## src/sv/rgbc_pkg.sv

```systemverilog
// Shared types, constants and helper functions of the RGB 3x3 convolution core.
// Depends on nothing; every other file of the block imports it.
`default_nettype none

package rgbc_pkg;

    // Frame geometry and coefficient format.
    localparam int MaxWidth      = 2048;
    localparam int MaxHeight     = 4096;
    localparam int CoefFracBits  = 8;
    localparam int CoefBits      = CoefFracBits + 4;
    localparam int CoefRowBits   = 3 * CoefBits;
    localparam int KSize         = 3;
    localparam int ColBits       = $clog2(MaxWidth);
    localparam int WEffBits      = ColBits + 1;
    localparam int WidthRegBits  = 12;
    localparam int HeightRegBits = 13;
    // Rows run up to two past the frame height before the frame closes.
    localparam int RowBits       = $clog2(MaxHeight + 3);
    localparam int ChanBits      = 8;
    localparam int NumChan       = 3;
    localparam int ProdBits      = ChanBits + 1 + CoefBits;
    localparam int RowSumBits    = ProdBits + 2;
    localparam int SumBits       = ProdBits + 4;

    // Register port geometry: registers are 64 bits wide, one every 8 bytes.
    localparam int ApbDataBits   = 64;
    localparam int RegIdxBits    = 3;
    localparam int PaddrBits     = RegIdxBits + 3;

    typedef logic [RegIdxBits-1:0] t_reg_idx;
    localparam t_reg_idx RegCoefTop     = 3'd0;
    localparam t_reg_idx RegCoefMiddle  = 3'd1;
    localparam t_reg_idx RegCoefBottom  = 3'd2;
    localparam t_reg_idx RegImageWidth  = 3'd3;
    localparam t_reg_idx RegImageHeight = 3'd4;

    // One RGB pixel, red in the low byte.
    typedef struct packed {
        logic [ChanBits-1:0] blue;
        logic [ChanBits-1:0] green;
        logic [ChanBits-1:0] red;
    } t_pix;

    // One line buffer entry: the pixel two rows up and the pixel one row up.
    typedef struct packed {
        t_pix older;
        t_pix newer;
    } t_line_entry;

    // Per-item control that follows the pixel down the pipeline.
    typedef struct packed {
        logic emit;
        logic last;
        logic row_top_ok;
        logic row_bot_ok;
        logic col_left_ok;
        logic col_right_ok;
    } t_tap_ctl;

    // 3x3 neighborhood, indexed [row][column], column 0 on the left.
    typedef t_pix [KSize-1:0][KSize-1:0] t_window;

    // Signed coefficient k of a kernel row register.
    function automatic logic signed [CoefBits-1:0] coef_at(
        input logic [CoefRowBits-1:0] row,
        input int                     k
    );
        return $signed(row[k*CoefBits +: CoefBits]);
    endfunction

    // Truncate toward zero and saturate to one channel.
    function automatic logic [ChanBits-1:0] clamp_sum(input logic signed [SumBits-1:0] s);
        logic [SumBits-CoefFracBits-1:0] v;
        v = s[SumBits-1:CoefFracBits];
        if (s[SumBits-1] || s == '0) begin
            return '0;
        end
        if (v > (SumBits-CoefFracBits)'(2**ChanBits - 1)) begin
            return '1;
        end
        return v[ChanBits-1:0];
    endfunction

endpackage

`default_nettype wire

```

## src/sv/rgbc_window.sv

```systemverilog
// Line buffer read-modify-write stage and the 3x3 window registers.
// Depends on rgbc_pkg; drives the write port of rgbc_line_ram.
`default_nettype none

module rgbc_window import rgbc_pkg::*; (
    input  wire logic               i_clk,
    input  wire logic               i_rst_n,
    input  wire logic               i_adv,
    input  wire logic [ColBits-1:0] i_rd_addr,
    input  wire logic               i_b_valid,
    input  wire logic [ColBits-1:0] i_b_addr,
    input  wire t_pix               i_b_cur,
    input  wire t_tap_ctl           i_b_ctl,
    input  wire t_line_entry        i_rd_data,
    output logic                    o_we,
    output logic [ColBits-1:0]      o_wr_addr,
    output t_line_entry             o_wr_data,
    output t_window                 o_win,
    output logic                    o_c_valid,
    output t_tap_ctl                o_c_ctl
);

    logic        r_hit;
    t_line_entry r_byp;
    t_line_entry col_data;
    t_window     r_win;
    logic        r_c_valid;
    t_tap_ctl    r_c_ctl;

    // A read issued at the same edge as a write to that column sees stale data,
    // so the written entry is kept and used instead.
    assign col_data  = r_hit ? r_byp : i_rd_data;

    // Shift the column down: the newer row becomes the older one.
    assign o_we      = i_adv && i_b_valid;
    assign o_wr_addr = i_b_addr;
    assign o_wr_data = t_line_entry'({col_data.newer, i_b_cur});

    // Forwarding flag and data.
    always_ff @(posedge i_clk) begin
        if (!i_rst_n) begin
            r_hit <= 1'b0;
        end else if (i_adv) begin
            r_hit <= i_b_valid && (i_rd_addr == i_b_addr);
        end
    end

    always_ff @(posedge i_clk) begin
        if (i_adv) begin
            r_byp <= o_wr_data;
        end
    end

    // Window shifts left by one column for every pixel slot.
    always_ff @(posedge i_clk) begin
        if (!i_rst_n) begin
            r_win <= '0;
        end else if (o_we) begin
            for (int r = 0; r < KSize; r++) begin
                for (int k = 0; k < KSize - 1; k++) begin
                    r_win[r][k] <= r_win[r][k+1];
                end
            end
            r_win[0][KSize-1] <= col_data.older;
            r_win[1][KSize-1] <= col_data.newer;
            r_win[2][KSize-1] <= i_b_cur;
        end
    end

    // Control of the next stage; only slots that give an output go on.
    always_ff @(posedge i_clk) begin
        if (!i_rst_n) begin
            r_c_valid <= 1'b0;
        end else if (i_adv) begin
            r_c_valid <= i_b_valid && i_b_ctl.emit;
        end
    end

    always_ff @(posedge i_clk) begin
        if (i_adv) begin
            r_c_ctl <= i_b_ctl;
        end
    end

    assign o_win     = r_win;
    assign o_c_valid = r_c_valid;
    assign o_c_ctl   = r_c_ctl;

endmodule

`default_nettype wire

```

## config.mk

```make
export PLATFORM = sky130hd
export DESIGN_NAME = rgbc_window
export DESIGN_NICKNAME = d
export VERILOG_FILES = /design/src/sv/rgbc_pkg.sv /design/src/sv/rgbc_window.sv
export SDC_FILE = /design/constraint.sdc
export NUM_CORES = 1
export LEC_CHECK = 0
export BUFFER_PORTS_ARGS = -buffer_cell sky130_fd_sc_hd__buf_2
export CAP_MARGIN = 20
export CORE_MARGIN = 3
export CORE_UTILIZATION = 40
export DETAILED_ROUTE_END_ITERATION = 8
export MAX_ROUTING_LAYER = met4
export PLACE_DENSITY_LB_ADDON = 0.3
export REMOVE_ABC_BUFFERS = 1
export SLEW_MARGIN = 20
export SYNTH_ARGS = -nofsm -noshare
export SYNTH_HDL_FRONTEND = slang
export SYNTH_SLANG_ARGS = --single-unit
```

## constraint.sdc

```tcl
create_clock -name i_clk -period 1.7 [get_ports i_clk]
set_input_delay 0.17 -clock i_clk [delete_from_list [all_inputs] [get_ports i_clk]]
set_output_delay 0.17 -clock i_clk [all_outputs]
set_load 0.01 [all_outputs]
```

## Word-level counts from Yosys, hierarchy flattened

Cells that the tools add are included.

| word-level totals | value |
|---|---|
| memories kept | 0 |
| bits in writable memories | 0 |
| word-level logic and storage cells | 46 |
| output and inout bits | 283 |
| bits in registers | 272 |
| latch bits | 0 |
| memory bits (read-only) | 0 |

| operators by class | value |
|---|---|
| muxes and demuxes | 1 |
| reductions and logical operators | 3 |
| shift-type cells | 0 |
| add/subtract/negate cells | 0 |
| equality and inequality tests | 1 |
| divide/modulo/power cells | 0 |
| bitwise gates (word level) | 0 |
| $lt $le $gt $ge | 0 |
| multipliers | 0 |

Operators with widths:

| operator | number |
|---|---|
| two-way mux 48 bit | 1 |
| equality test 11 bit | 1 |
| logical AND 1 bit | 3 |

## Depth between registers and ports, before layout

| depth | value |
|---|---|
| word-level depth | 2 |
| gate-level depth with buffers | 6 |
| depth with buffers taken out | 4 |

## Least setup slack after synthesis

OpenSTA, ideal clock, no wires.

| timing path | value |
|---|---|
| kind | register to register |
| start | register r_hit |
| end | register r_win (netlist bit o_win[50]) |
| slack | 0.441 ns |
| data arrival time | 1.142 ns |
| data required time | 1.584 ns |
| clock period less this slack | 1.259 ns |
| cell stages (with the launch flop) | 7 |
| setup time | 0.116 ns |
| path buffers | 3 |
| path through | dfxtp_1 clkbuf_2 buf_4 buf_4 mux2i_1 nand2_1 o211a_1 |

| between the ends | value |
|---|---|
| longest elaborated chain between the ends | 1 |

RTL lines:

| element | RTL line | RTL |
|---|---|---|
| start, declared | rgbc_window.sv:23 | `logic r_hit;` |
| start signal, assigned | rgbc_window.sv:44 | `r_hit <= i_b_valid && (i_rd_addr == i_b_addr);` |
| two-way mux 48 bit | rgbc_window.sv:32 | `assign col_data = r_hit ? r_byp : i_rd_data;` |
| end signal, assigned by index | rgbc_window.sv:61 | `r_win[r][k] <= r_win[r][k+1];` |
| end signal, assigned by index | rgbc_window.sv:64 | `r_win[0][KSize-1] <= col_data.older;` |
| end signal, assigned by index | rgbc_window.sv:65 | `r_win[1][KSize-1] <= col_data.newer;` |
| end, declared | rgbc_window.sv:26 | `t_window r_win;` |

No other way between the ends.
A chain may end at the register's enable or synchronous reset.

==> flow_summary.toml <==
[run_status]
outcome = "finished with violations"
violations = "negative setup slack"

[critical_path]
path_buf_inv = 2
cp.arrival_ns = 1.62
slowest_delay_ns = 0.38
critPathCaptureType = "output pin"
path_cells = "buf_12 -> mux2_2 -> buf_2"
worstSetupPathType = "reg2out"
critPathRequiredTime_ns = 1.53
slowest_stage = "dfxtp_4"
cp_max_fo = 13
cp_top_family = "flip-flops"
cp-start-kind = "register"

[grt]
antenna_found_initial = 0
grt_util_all_layers_pct = 20.3
grt_pass1_wl_um = 45600
grt_overflow = 0
grt_pass1_vias = 8304
grt_max_degree = 107

[sta]
max_freq_mhz = 558
slew-limit-headroom_pct = 66.0
finalCriticalPeriod_ns = 1.79
period_share_pct = 105
rsz0062_at_grt = "yes"
slew_violations = 0
setup_viol = 24
finalClockSkew_ns = 0.00740
finalWorstSetupSlack_ns = -0.0919
tightest_slew_ns = 0.510
hold_viol = 0

[route]
vias_per_cell = 4.78
detail_route.wl_per_cell_um = 16.3
vias = 8812
wl_um = 30100
drtIter0Drc = 617
drt_pass1_iterations = 4
drc = 0
antenna_left = 0

[final_layout]
synthToLayoutAreaGrowth_pct = 35.0
fin_cells = 1845
final-seq-area_um2 = 5990
nNetsFinal = 1592
diodes = 0
drive_gt1_share_pct = 31.4
fill_cells = 2378
final_util_pct = 55.1
multiInputGateArea_um2 = 3940

[synth]
synth_area_um2 = 10700
ys_top_cells_by_area = "dfxtp_1 41%, edfxtp_1 15%, nand2_1 13%, a21boi_0 11%, buf_4 4.5%"
synthCells = 1102
synth_top_area_share_pct = 40.9
yosysMostFrequentCell = "nand2_1"
synth.yosys.seq_area_share_pct = 56.1
synth_area_leader_cell = "dfxtp_1"
async_flop_share_pct = 0
postSynthAreaPerCell_um2 = 9.67
synthTopCellsByCount = "361 x nand2_1, 218 x dfxtp_1, 154 x a21boi_0"
ys.flop_type = "dfxtp_1"
yosys_warnings = 0
ys_seq_elements = 272
yosysUniqueCellTypes = 26
synth_edf_count = 54

[power_and_ir_drop]
irDropWorstVdd_mv = 0.775
combinationalPowerShare_pct = 9.7
power_mw = 14.2
seqPwrFrac_pct = 49.2
internal-power_mw = 10.9
p_sw_mw = 3.33
power.leakage_nw = 6.30
power_density_nw_per_um2 = 986
swShare_pct = 23.5
p_clk_share_pct = 41.2

[clocking]
clkLatencyLatePin_ns = 0.53
ctsRootBufferMaster = "clkbuf_16"
clk_path_buf_depth = 3
cts.sinks = 272
cts-buffers-inserted = 29
clk_pin_slew_worst_paths_ns = 0.06
cts_max_level = 1
cts_tree = "built"

[placed_design]
dp_hpwl_um = 19300
port-buffer-count = 386
dp_slack_ns = 0.344
place_inst = 1704
routabilityCongestion = 0.810

[run]
drv_cap = 0

[floorplanning]
core-area_um2 = 26100
start_util_pct = 40.8
io_pins = 387
die_area_um2 = 28600
die_w_um = 169
die_h_um = 169
rows = 59

[worst_hold_path]
min_path_type = "in2reg"
[registers in the layout, summed over array words and instances, names as in the netlist]
| register | flops |
|---|---|
| r_byp | 48 |
| o_c_valid | 1 |
| o_c_ctl | 6 |
| o_win | 216 |
| r_hit | 1 |
[cell families (layout without fill, tap and decap cells)]
kind of cell / count (synthesis) / in the layout / synth area share, %
AND/OR/NAND/NOR: 440 / 440 / 16.5
flip-flops: 272 / 272 / 56.1
AO/OA/AOI/OAI: 194 / 194 / 14.2
buffers and inverters: 137 / 545 / 7.45
multiplexers: 48 / 48 / 4.79
XOR/XNOR: 11 / 11 / 0.904
[routing by layer]
metal	wire, um	track usage, %
met1	12300	24.3
met2	15000	34.4
met4	1370	8.29
met5	0	-
met3	1490	3.05
[placed cells by master (no fill, tap or decap), types with 14 or more instances in the layout]
| cell type | n |
|---|---|
| a21boi_0 | 154 |
| a21boi_1 | 14 |
| buf_2 | 376 |
| clkbuf_16 | 30 |
| dfxtp_1 | 217 |
| dlygate4sd3_1 | 83 |
| edfxtp_1 | 54 |
| mux2i_1 | 24 |
| nand2_1 | 360 |
| nor2_1 | 48 |
| nor3b_1 | 24 |
| o211a_1 | 24 |
[power groups by stage]
stage / clock (mW) / combinational [mW] / sequential, mW
floorplan: 0 / 0.426 / 7.18
global placement: 0 / 1.18 / 7.11
detailed placement: 0 / 1.19 / 7.12
CTS: 6.04 / 1.36 / 6.98
global route: 6.27 / 1.49 / 7.01
finish: 5.84 / 1.37 / 6.98
[tightest hold or removal path: cells and delay by family]
family | cells | cell delay [ns]
AOI/OAI and AO/OA | 1 | 0.07
xor gates and xnor gates | 1 | 0.07
and+or+nand+nor | 1 | 0.11
buffers and inverters | 1 | 0.09
[cell type report]
cell class | instances | area share [%]
multi-input combinational | 693 | 27.3
clock buffer | 40 | 5.47
timing repair buffer | 491 | 22.0
inverter | 1 | 0.0608
tap | 335 | 2.91
sequential | 272 | 41.6
clock inverter | 13 | 0.643
[per-stage QoR]
stage          setup TNS [ns]  hold slack [ns]  instance area (um^2)
6_report                -1.33           0.0265                 14400
5_1_grt                 -2.60           0.0165                 14400
4_1_cts                 -2.18          0.00145                 14300
3_5_place_dp                0            0.351                 12500
3_3_place_gp                0            0.347                 12500
2_1_floorplan        -1119.35            0.269                  9870
[final timing paths]
path	start	endpoint	slack [ns]	cells after the start
worst max-delay path	r_hit$_SDFFE_PN0P_	o_wr_data[24]	-0.09	3
worst max register to register	r_hit$_SDFFE_PN0P_	o_win[63]$_SDFFE_PN0P_	0.34	5
worst min-delay path	i_b_addr[5]	r_hit$_SDFFE_PN0P_	0.03	4
worst min register to register	o_win[12]$_SDFFE_PN0P_	o_win[12]$_SDFFE_PN0P_	0.45	2
[repair_timing]
action	CTS	global route
setup buffers	3	0
hold endpoints to repair	103	0
cloned	2	0
endpoints found under the setup margin	24	24
resized for setup	12	15
hold buffers	83	0
(Power assumes the default switching activity.)
